$ cat src/hw/rtl/mlps_pkg.sv
// Shared types, constants and the sigmoid table for the perceptron inference block.
`default_nettype none

package mlps_pkg;

  localparam int MAX_NEURONS   = 16;
  localparam int NEURON_W      = 4;
  localparam int CNT_W         = 5;
  localparam int LAYER_W       = 2;
  localparam int WEIGHT_LAYERS = 3;
  localparam int NUM_NEURON_REGS = 4;
  localparam int DATA_W        = 16;
  localparam int PROD_W        = 32;
  localparam int ACC_W         = 36;
  localparam int ACT_W         = 13;
  localparam int SIG_IDX_W     = 9;
  localparam int SIG_SHIFT     = 19;
  localparam int SIG_ENTRIES   = 512;
  localparam int WDEPTH        = WEIGHT_LAYERS * MAX_NEURONS * MAX_NEURONS;
  localparam int WADDR_W       = LAYER_W + 2 * NEURON_W;
  localparam int CFG_ADDR_W    = 3;
  localparam int CFG_DATA_W    = 5;

  localparam logic signed [ACC_W-1:0] SUM_LO   = -(ACC_W'(64'sd1 <<< 27));
  localparam logic signed [ACC_W-1:0] SUM_HI   = ACC_W'((64'sd1 <<< 27) - 64'sd1);
  localparam logic        [ACC_W-1:0] SUM_BIAS = ACC_W'(64'd1 << 27);

  localparam logic [63:0] EXP_STEP_Q32 = 64'd4162825043;

  localparam logic REQ_WEIGHT = 1'b0;
  localparam logic REQ_SAMPLE = 1'b1;

  localparam logic [CFG_ADDR_W-1:0] CFG_LAYER_COUNT = 3'd0;
  localparam logic [CFG_ADDR_W-1:0] CFG_NEURONS0    = 3'd1;
  localparam logic [CFG_ADDR_W-1:0] CFG_NEURONS1    = 3'd2;
  localparam logic [CFG_ADDR_W-1:0] CFG_NEURONS2    = 3'd3;
  localparam logic [CFG_ADDR_W-1:0] CFG_NEURONS3    = 3'd4;

  localparam logic [2:0] LAYERS_MIN   = 3'd2;
  localparam logic [2:0] LAYERS_MAX   = 3'd4;
  localparam logic [2:0] LAYERS_RESET = 3'd3;
  localparam logic [CNT_W-1:0] NEURONS_MIN = 5'd1;
  localparam logic [CNT_W-1:0] NEURONS_MAX = 5'd16;

  typedef enum logic [1:0] {
    ST_IDLE,
    ST_MAC,
    ST_DRAIN,
    ST_EMIT
  } state_t;

  typedef struct packed {
    logic                load_weight;
    logic                load_sample;
    logic                mac_issue;
    logic                mac_first;
    logic                mac_last;
    logic [LAYER_W-1:0]  layer;
    logic [NEURON_W-1:0] out_idx;
    logic [NEURON_W-1:0] in_idx;
    logic                copy;
    logic [CNT_W-1:0]    copy_count;
    logic                emit;
    logic                emit_last;
  } dp_cmd_t;

  typedef struct packed {
    logic pipe_busy;
  } dp_status_t;

  typedef logic [SIG_ENTRIES-1:0][ACT_W-1:0] sig_table_t;

  function automatic logic [2:0] sat_layers(input logic [2:0] v);
    logic [2:0] r;
    r = v;
    if (v < LAYERS_MIN) r = LAYERS_MIN;
    if (v > LAYERS_MAX) r = LAYERS_MAX;
    return r;
  endfunction

  function automatic logic [CNT_W-1:0] sat_neurons(input logic [CNT_W-1:0] v);
    logic [CNT_W-1:0] r;
    r = v;
    if (v < NEURONS_MIN) r = NEURONS_MIN;
    if (v > NEURONS_MAX) r = NEURONS_MAX;
    return r;
  endfunction

  // Entry i stands for x = (i - 256) / 32. The exponential is stepped in Q32 and
  // the reciprocal is formed by restoring division at elaboration.
  function automatic sig_table_t build_sig_table();
    sig_table_t          tbl;
    logic [256:0][ACT_W-1:0] s;
    logic [63:0]         e;
    logic [63:0]         d;
    logic [63:0]         rem;
    logic [63:0]         dsh;
    logic [ACT_W-1:0]    q;
    e = 64'd1 << 32;
    for (int k = 0; k <= 256; k++) begin
      d = (64'd1 << 32) + e;
      rem = (64'd1 << 44) + (d >> 1);
      q = '0;
      for (int b = ACT_W - 1; b >= 0; b--) begin
        dsh = d << b;
        if (rem >= dsh) begin
          rem = rem - dsh;
          q[b] = 1'b1;
        end
      end
      s[k] = q;
      e = (e * EXP_STEP_Q32 + (64'd1 << 31)) >> 32;
    end
    for (int i = 0; i < SIG_ENTRIES; i++) begin
      if (i >= 256) tbl[i] = s[i - 256];
      else tbl[i] = 13'd4096 - s[256 - i];
    end
    return tbl;
  endfunction

  localparam sig_table_t SIG_TABLE = build_sig_table();

endpackage

`default_nettype wire

$ cat src/hw/rtl/mlps_ctrl.sv
// Controller: configuration registers, layer and neuron sequencing, result emission.
`default_nettype none

module mlps_ctrl (
  input  logic                            clk,
  input  logic                            rst,
  input  logic                            start,
  input  logic                            req_type,
  input  logic                            is_last,
  input  logic                            cfg_we,
  input  logic [mlps_pkg::CFG_ADDR_W-1:0] cfg_addr,
  input  logic [mlps_pkg::CFG_DATA_W-1:0] cfg_wdata,
  input  mlps_pkg::dp_status_t            status,
  output mlps_pkg::dp_cmd_t               cmd,
  output logic                            busy
);

  import mlps_pkg::*;

  state_t state;
  state_t state_next;

  logic [2:0]          layers_cfg;
  logic [CNT_W-1:0]    neurons_cfg [NUM_NEURON_REGS];
  logic [LAYER_W-1:0]  l_cnt;
  logic [NEURON_W-1:0] o_cnt;
  logic [NEURON_W-1:0] j_cnt;
  logic [CNT_W-1:0]    n_in;
  logic [CNT_W-1:0]    n_out;

  logic accept;
  logic start_pass;
  logic j_last;
  logic o_last;
  logic layer_final;

  assign accept      = start && (state == ST_IDLE);
  assign start_pass  = accept && (req_type == REQ_SAMPLE) && is_last;
  assign j_last      = (CNT_W'(j_cnt) + 5'd1) == n_in;
  assign o_last      = (CNT_W'(o_cnt) + 5'd1) == n_out;
  assign layer_final = (3'(l_cnt) + 3'd2) == layers_cfg;

  always_comb begin
    state_next = state;
    unique case (state)
      ST_IDLE: begin
        if (start_pass) state_next = ST_MAC;
      end
      ST_MAC: begin
        if (j_last && o_last) state_next = ST_DRAIN;
      end
      ST_DRAIN: begin
        if (!status.pipe_busy) state_next = layer_final ? ST_EMIT : ST_MAC;
      end
      ST_EMIT: begin
        if (o_last) state_next = ST_IDLE;
      end
    endcase
  end

  always_comb begin
    cmd            = '0;
    cmd.layer      = l_cnt;
    cmd.out_idx    = o_cnt;
    cmd.in_idx     = j_cnt;
    cmd.mac_first  = (j_cnt == '0);
    cmd.mac_last   = j_last;
    cmd.copy_count = n_out;
    busy           = (state != ST_IDLE);
    unique case (state)
      ST_IDLE: begin
        cmd.load_weight = accept && (req_type == REQ_WEIGHT);
        cmd.load_sample = accept && (req_type == REQ_SAMPLE);
      end
      ST_MAC: begin
        cmd.mac_issue = 1'b1;
      end
      ST_DRAIN: begin
        cmd.copy = !status.pipe_busy;
      end
      ST_EMIT: begin
        cmd.emit      = 1'b1;
        cmd.emit_last = o_last;
      end
    endcase
  end

  always_ff @(posedge clk) begin
    if (rst) begin
      state      <= ST_IDLE;
      layers_cfg <= LAYERS_RESET;
      for (int i = 0; i < NUM_NEURON_REGS; i++) begin
        neurons_cfg[i] <= NEURONS_MAX;
      end
      l_cnt <= '0;
      o_cnt <= '0;
      j_cnt <= '0;
      n_in  <= NEURONS_MAX;
      n_out <= NEURONS_MAX;
    end else begin
      state <= state_next;

      if (cfg_we) begin
        unique case (cfg_addr)
          CFG_LAYER_COUNT: layers_cfg     <= sat_layers(cfg_wdata[2:0]);
          CFG_NEURONS0:    neurons_cfg[0] <= sat_neurons(cfg_wdata);
          CFG_NEURONS1:    neurons_cfg[1] <= sat_neurons(cfg_wdata);
          CFG_NEURONS2:    neurons_cfg[2] <= sat_neurons(cfg_wdata);
          CFG_NEURONS3:    neurons_cfg[3] <= sat_neurons(cfg_wdata);
          default: begin
          end
        endcase
      end

      unique case (state)
        ST_IDLE: begin
          if (start_pass) begin
            l_cnt <= '0;
            o_cnt <= '0;
            j_cnt <= '0;
            n_in  <= neurons_cfg[0];
            n_out <= neurons_cfg[1];
          end
        end
        ST_MAC: begin
          if (j_last) begin
            j_cnt <= '0;
            o_cnt <= o_cnt + 4'd1;
          end else begin
            j_cnt <= j_cnt + 4'd1;
          end
        end
        ST_DRAIN: begin
          if (!status.pipe_busy) begin
            o_cnt <= '0;
            j_cnt <= '0;
            if (!layer_final) begin
              l_cnt <= l_cnt + 2'd1;
              n_in  <= n_out;
              n_out <= neurons_cfg[2'(l_cnt + 2'd2)];
            end
          end
        end
        ST_EMIT: begin
          o_cnt <= o_cnt + 4'd1;
        end
      endcase
    end
  end

  // The multiply-accumulate walk stays inside the current layer's sizes.
  assert property (@(posedge clk) disable iff (rst)
    (state == ST_MAC) |-> ((CNT_W'(o_cnt) < n_out) && (CNT_W'(j_cnt) < n_in)))
    else $error("neuron counter outside the layer");

  // Layer sizes held for the pass are always legal.
  assert property (@(posedge clk) disable iff (rst)
    (n_in >= NEURONS_MIN) && (n_in <= NEURONS_MAX) && (n_out >= NEURONS_MIN) &&
    (n_out <= NEURONS_MAX))
    else $error("layer size out of range");

  // After the final result beat is issued the controller is idle again.
  assert property (@(posedge clk) disable iff (rst)
    (cmd.emit && cmd.emit_last) |=> (state == ST_IDLE))
    else $error("controller not idle after final beat");

endmodule

`default_nettype wire

$ cat config.mk
export PLATFORM = sky130hd
export DESIGN_NAME = mlps_ctrl
export DESIGN_NICKNAME = d
export VERILOG_FILES = /design/src/hw/rtl/mlps_pkg.sv /design/src/hw/rtl/mlps_ctrl.sv
export SDC_FILE = /design/constraint.sdc
export NUM_CORES = 1
export LEC_CHECK = 0
export ABC_AREA = 0
export BUFFER_PORTS_ARGS = -buffer_cell sky130_fd_sc_hd__buf_2
export CAP_MARGIN = 5
export CELL_PAD_IN_SITES_DETAIL_PLACEMENT = 1
export CELL_PAD_IN_SITES_GLOBAL_PLACEMENT = 1
export CORE_ASPECT_RATIO = 1.75
export CORE_MARGIN = 1.5
export CORE_UTILIZATION = 39
export CTS_CLUSTER_DIAMETER = 30
export DETAILED_ROUTE_END_ITERATION = 10
export PLACE_DENSITY_LB_ADDON = 0.1
export RECOVER_POWER = 25
export SYNTH_ARGS = -nofsm -noshare
export SYNTH_HDL_FRONTEND = slang
export SYNTH_SLANG_ARGS = --single-unit
$ cat constraint.sdc
create_clock -name clk -period 1.8 [get_ports clk]
set_input_delay 0.09 -clock clk [delete_from_list [all_inputs] [get_ports clk]]
set_output_delay 0.09 -clock clk [all_outputs]
set_load 0.01 [all_outputs]
==> results.tsv, run 1 <==
metric	value	unit
gr-total-overflow	0	
crit_fanout	5	
hold_end	state[1]$_SDFFE_PP0P_	
avgSynthCellArea	9.42	um^2
hold_start	rst	
cts_hold_buf	0	
synth.distinct_cells	52	
cp-end-kind	primary output	
fmax	552	MHz
rsz0062_at_grt	true	
status	complete, but fails checks	
dieArea	0.00696	mm^2
postLayoutCoreUtil	52.6	%
finalHoldViolations	0	
clkPwrFrac	34.3	%
critPathKind	reg -> out	
worstMarginPinSlew	0.953	ns
dp.cells	398	
syn_nets	285	
clock_skew	0.0139	ns
vias	2237	
finalCritPeriodShare	101	%
p_switching	584	uW
clkSlewWorstSetupHoldPaths	0.09	ns
drive_above_1_share	33.5	%
reg2reg_slack	-0.01	ns
totalPowerFinal	2.27	mW
seq_area_frac_synth	43.8	%
antenna_found_initial	0	
final_common_cell	buf_2	
async_flop_share	0	%
num_rows	38	
seqPwrFrac	51.3	%
p_int	1.69	mW
cap_viol_max_count	0	
cts-root-buf	clkbuf_8	
grt_pass1_wl	11.4	mm
drtPass1Iterations	4	
fp.dieH	109	um
power_frac_comb	14.4	%
clkSinkCount	45	
fin_cells	414	
grtUsageTotal	21.9	%
rr_startpoint	j_cnt[0]$_SDFFE_PP0P_	
synthCells	267	
reg2reg_depth	7	
area_growth	30.2	%
hold_slack	0.0804	ns
violations	negative setup slack	
insertion_delay	0.31	ns
synth_edf_count	20	
cp-start-kind	flip-flop	
portBuffers	38	
viasPerCell	5.40	
final_cell_mix	35 x buf_2, 34 x nand2_1, 32 x buf_4	
ir_worst_vdd	0.000522	V
dp_hpwl	5.49	mm
ys_ff_latch	45	
ant_nets	0	
die_x	63.7	um
grt_pass1_vias	2315	
fin_setup_tns	-0.0207	ns
synth-warning-count	0	
io_pins	39	
switching_share	25.7	%
timing.rr.end	j_cnt[2]$_SDFFE_PP0P_	
synth_flop_cell	dfxtp_1	
tritoncts	done	
gp_congestion	0.785	
arrival	1.72	ns
initial_core_util	40.4	%
hold_path.class	in -> reg	
core_area	0.00623	mm^2
drtIter0Drc	78	
p_leak	1.29	nW
slew-limit-headroom	35.8	%
syn_area	0.00251	mm^2
power_density	694	mW/mm^2
hold_depth	2	
wirelength	7.16	mm
setup_slack	-0.0132	ns
htreeDepth	2	
remaining_drc_errors	0	
antenna_cells	0	
crit_required	1.71	ns
setup-violations-final	2	
final.min_clock_period	1.81	ns
routedWlPerCell	17.3	um
cts-buffers-inserted	5	
clockBufferDepth	2	
grt_start_max_net_pins	22	
finalMaxSlewViolations	0	
final_net_count	351	
[Yosys cell counts, drive strengths merged, types with 6 or more instances]
cell type  count  area share, %
and2           9            2.2
clkbuf         7            1.0
and3           7            1.7
dfxtp         25             20
xnor2          9            3.4
nand3b         6            1.8
nand2b         8            2.0
edfxtp        20             24
inv           11            1.6
nand3          9            1.8
a311oi         8            2.8
nand2         34            5.1
a21oi          9            1.9
nor2          28            4.2
buf            7            1.5
o21ai          8            1.7
[per-stage QoR]
step / setup WS (ns) / area (um^2)
after floorplan: 0.0168 / 2520
after global placement: 0.0234 / 2960
after detailed placement: -0.0270 / 2960
after CTS: -0.0311 / 3200
after global routing: -0.0956 / 3280
final: -0.0132 / 3280
[flip-flops by register name, summed over array words and instances (netlist names)]
| name | cells |
|---|---|
| neurons_cfg | 20 |
| n_in | 5 |
| n_out | 5 |
| j_cnt | 4 |
| o_cnt | 4 |
| layers_cfg | 3 |
| l_cnt | 2 |
| state | 2 |
[final cells by class]
cell class                 instances  area (um^2)
fill                             727         2950
multi-input combinational        197         1440
sequential                        45         1110
timing repair buffer              73          469
tap                               80          100
clock buffer                       6         72.6
inverter                          11         41.3
clock inverter                     2         38.8
[logic make-up (layout without fill, tap and decap cells)]
kind of cell | count (synthesis) | count (layout) | synth area share (%)
compound gates | 52 | 52 | 16.4
xor+xnor | 12 | 12 | 4.48
mux | 9 | 9 | 5.62
simple gates | 121 | 121 | 24.0
buf+inv | 25 | 92 | 4.23
fa+ha+maj | 3 | 3 | 1.49
flops | 45 | 45 | 43.8
[worst max-delay path by stage]
stage | from | to
after floorplan | j_cnt[1]$_SDFFE_PP0P_ | j_cnt[2]$_SDFFE_PP0P_
after CTS | o_cnt[1]$_SDFFE_PP0P_ | cmd[0]
after global placement | j_cnt[1]$_SDFFE_PP0P_ | o_cnt[2]$_SDFFE_PP0P_
final | o_cnt[0]$_SDFFE_PP0P_ | cmd[0]
after detailed placement | j_cnt[1]$_SDFFE_PP0P_ | o_cnt[3]$_SDFFE_PP0P_
after global routing | o_cnt[1]$_SDFFE_PP0P_ | cmd[0]
[metal layers]
metal  GRT usage [%]  vias to the layer above  wire [um]
met3            4.23                        9        151
met1            19.9                     1094       2570
met2            45.5                       32       4300
met5               0                        -          0
li1                -                     1102          -
met4            9.01                        0        138
[worst max-delay path: stages, from the launching register on]
cell and delay, ns:
dfxtp_2 0.35, ha_4 0.18, o21ba_4 0.19, a221oi_2 0.25, o2111a_2 0.22, and2_4 0.13
buf_6 0.09
[power groups by stage]
stage	Combinational [mW]	Sequential [mW]	Clock, mW
5_1_grt	0.359	1.17	0.846
4_1_cts	0.320	1.16	0.802
3_5_place_dp	0.294	1.19	0
6_report	0.328	1.17	0.779
3_3_place_gp	0.286	1.18	0
2_1_floorplan	0.163	1.18	0
[repair_timing]
item,4_1_cts,5_1_grt
setup buffers,6,3
hold endpoints to repair,0,0
gates resized for setup,19,13
setup endpoints to repair,5,5
pin swaps,7,9
Power figures use the tool's default switching activity.
==> run 2, diff against run 1 <==
==> constraint.sdc (replaced) <==
create_clock -name clk -period 1.8 [get_ports clk]
set_input_delay 0.45 -clock clk [delete_from_list [all_inputs] [get_ports clk]]
set_output_delay 0.45 -clock clk [all_outputs]
set_load 0.01 [all_outputs]
==> results.tsv, run 2 (synthesis results as in run 1) <==
metric	value	unit
slew-limit-headroom	56.1	%
drtPass1Iterations	4	
reg2reg_depth	7	
arrival	1.71	ns
power_density	683	mW/mm^2
hold_path.class	reg -> reg	
violations	negative setup slack	
setup_slack	-0.362	ns
core_area	0.00623	mm^2
clkSinkCount	45	
timing.rr.end	j_cnt[2]$_SDFFE_PP0P_	
drtIter0Drc	73	
gp_congestion	0.783	
final_common_cell	buf_4	
cp_slowest_stage_delay	0.36	ns
switching_share	25.2	%
seqPwrFrac	51.2	%
cp-start-kind	flip-flop	
dp_hpwl	5.60	mm
antenna_cells	0	
place_ws	-0.0789	ns
grt_pass1_vias	2418	
status	complete, but fails checks	
setup-violations-final	2	
cap_viol_max_count	0	
finalCritPeriodShare	120	%
insertion_delay	0.30	ns
initial_core_util	40.4	%
routedWlPerCell	16.6	um
rsz0062_at_grt	true	
worstSetupPathDepth	6	
largest_reg_flops	20	
p_switching	574	uW
totalPowerFinal	2.27	mW
viasPerCell	5.38	
fp.dieH	109	um
top_regs	neurons_cfg: 20 flops, n_in: 5 flops, n_out: 5 flops	
cp-end-kind	primary output	
drive_above_1_share	35.4	%
critPathKind	reg -> out	
grtUsageTotal	21.7	%
cts-buffers-inserted	5	
dieArea	0.00696	mm^2
ant_nets	0	
postLayoutCoreUtil	53.5	%
gr-total-overflow	0	
antenna_found_initial	0	
crit_path_end	cmd[0]	
crit_fanout	4	
grt_start_max_net_pins	22	
cts-root-buf	clkbuf_8	
worstMarginPinSlew	0.658	ns
p_int	1.70	mW
p_leak	1.32	nW
cts_hold_buf	0	
fin_cells	422	
clock_skew	0.00932	ns
crit_required	1.35	ns
tritoncts	done	
finalHoldViolations	0	
fillers	748	
area_growth	32.5	%
grt_pass1_wl	11.5	mm
hold_depth	2	
worst-path-buf-inv	1	
wirelength	7.00	mm
clkSlewWorstSetupHoldPaths	0.09	ns
final_net_count	359	
ir_worst_vdd	0.000555	V
dp.cells	407	
clockBufferDepth	2	
htreeDepth	2	
finalMaxSlewViolations	0	
crit_family	compound AO/OA/AOI/OAI gates	
fmax	463	MHz
io_pins	39	
crit_slowest_cell	dfxtp_4	
portBuffers	38	
reg2reg_slack	0.03	ns
clkPwrFrac	33.6	%
place_area	0.00309	mm^2
rr_startpoint	j_cnt[1]$_SDFFE_PP0P_	
num_rows	38	
crit_path_start	o_cnt[0]$_SDFFE_PP0P_	
final_cell_mix	38 x buf_4, 35 x buf_2, 34 x nand2_1	
final.min_clock_period	2.16	ns
vias	2271	
die_x	63.7	um
power_frac_comb	15.2	%
fin_area	0.00333	mm^2
remaining_drc_errors	0	
crit_chain	ha_4 -> o21ba_4 -> a221oi_2 -> o2111a_1 -> and2_4 -> buf_6	
top_register	neurons_cfg	
## run 2: cell count changes in the layout (fill, tap and decap cells not counted), sizes merged
cell,delta
buf,+6
clkbuf,+2
## run 2: power groups by stage
stage / combinational [mW] / sequential (mW) / clock (mW)
floorplan: 0.173 / 1.18 / 0
global route: 0.379 / 1.17 / 0.832
global placement: 0.302 / 1.19 / 0
detailed placement: 0.311 / 1.19 / 0
CTS: 0.346 / 1.17 / 0.790
finish: 0.347 / 1.16 / 0.765
## run 2: tightest hold or removal path: stages, from the launching register on
cell and delay, ns:
dfxtp_1 0.32, nand2_1 0.06, a21oi_1 0.05
## run 2: cell type report
| cell class | count | area, um^2 | share of cell area [%] |
|---|---|---|---|
| clock buffer | 6 | 72.6 | 2.18 |
| clock inverter | 2 | 38.8 | 1.16 |
| tap | 80 | 100 | 3.00 |
| sequential | 45 | 1120 | 33.6 |
| timing repair buffer | 81 | 531 | 15.9 |
| inverter | 11 | 43.8 | 1.31 |
| multi-input combinational | 197 | 1430 | 42.8 |
## run 2: timing repair
| item | 4_1_cts | 5_1_grt |
|---|---|---|
| hold endpoints to repair | 0 | 0 |
| pin swaps | 10 | 3 |
| gates resized for setup | 12 | 7 |
| setup buffers | 8 | 0 |
| endpoints found under the setup margin | 8 | 7 |
## run 2: layer usage
layer	track usage (%)	part of all wire [%]	up-vias
met4	8.07	2.0	0
li1	-	-	1115
met5	0	0	-
met2	45.2	60	38
met1	20.4	35	1105
met3	3.41	2.1	13
## run 2: stage by stage
stage	hold slack (ns)	setup TNS (ns)
final	0.478	-0.615
after global routing	0.486	-0.952
after global placement	0.455	-0.0315
after detailed placement	0.474	-0.118
after CTS	0.474	-0.622
after floorplan	0.446	-0.0203
## run 2: worst min path at each step
stage,start,end,slack [ns]
floorplan,layers_cfg[2]$_SDFFE_PP0P_,layers_cfg[2]$_SDFFE_PP0P_,0.45
global placement,layers_cfg[2]$_SDFFE_PP0P_,layers_cfg[2]$_SDFFE_PP0P_,0.46
detailed placement,layers_cfg[2]$_SDFFE_PP0P_,layers_cfg[2]$_SDFFE_PP0P_,0.47
CTS,cfg_wdata[1],neurons_cfg[0][1]$_SDFFCE_PN0P_,0.47
global route,cfg_wdata[1],neurons_cfg[0][1]$_SDFFCE_PN0P_,0.49
finish,layers_cfg[2]$_SDFFE_PP0P_,layers_cfg[2]$_SDFFE_PP0P_,0.48
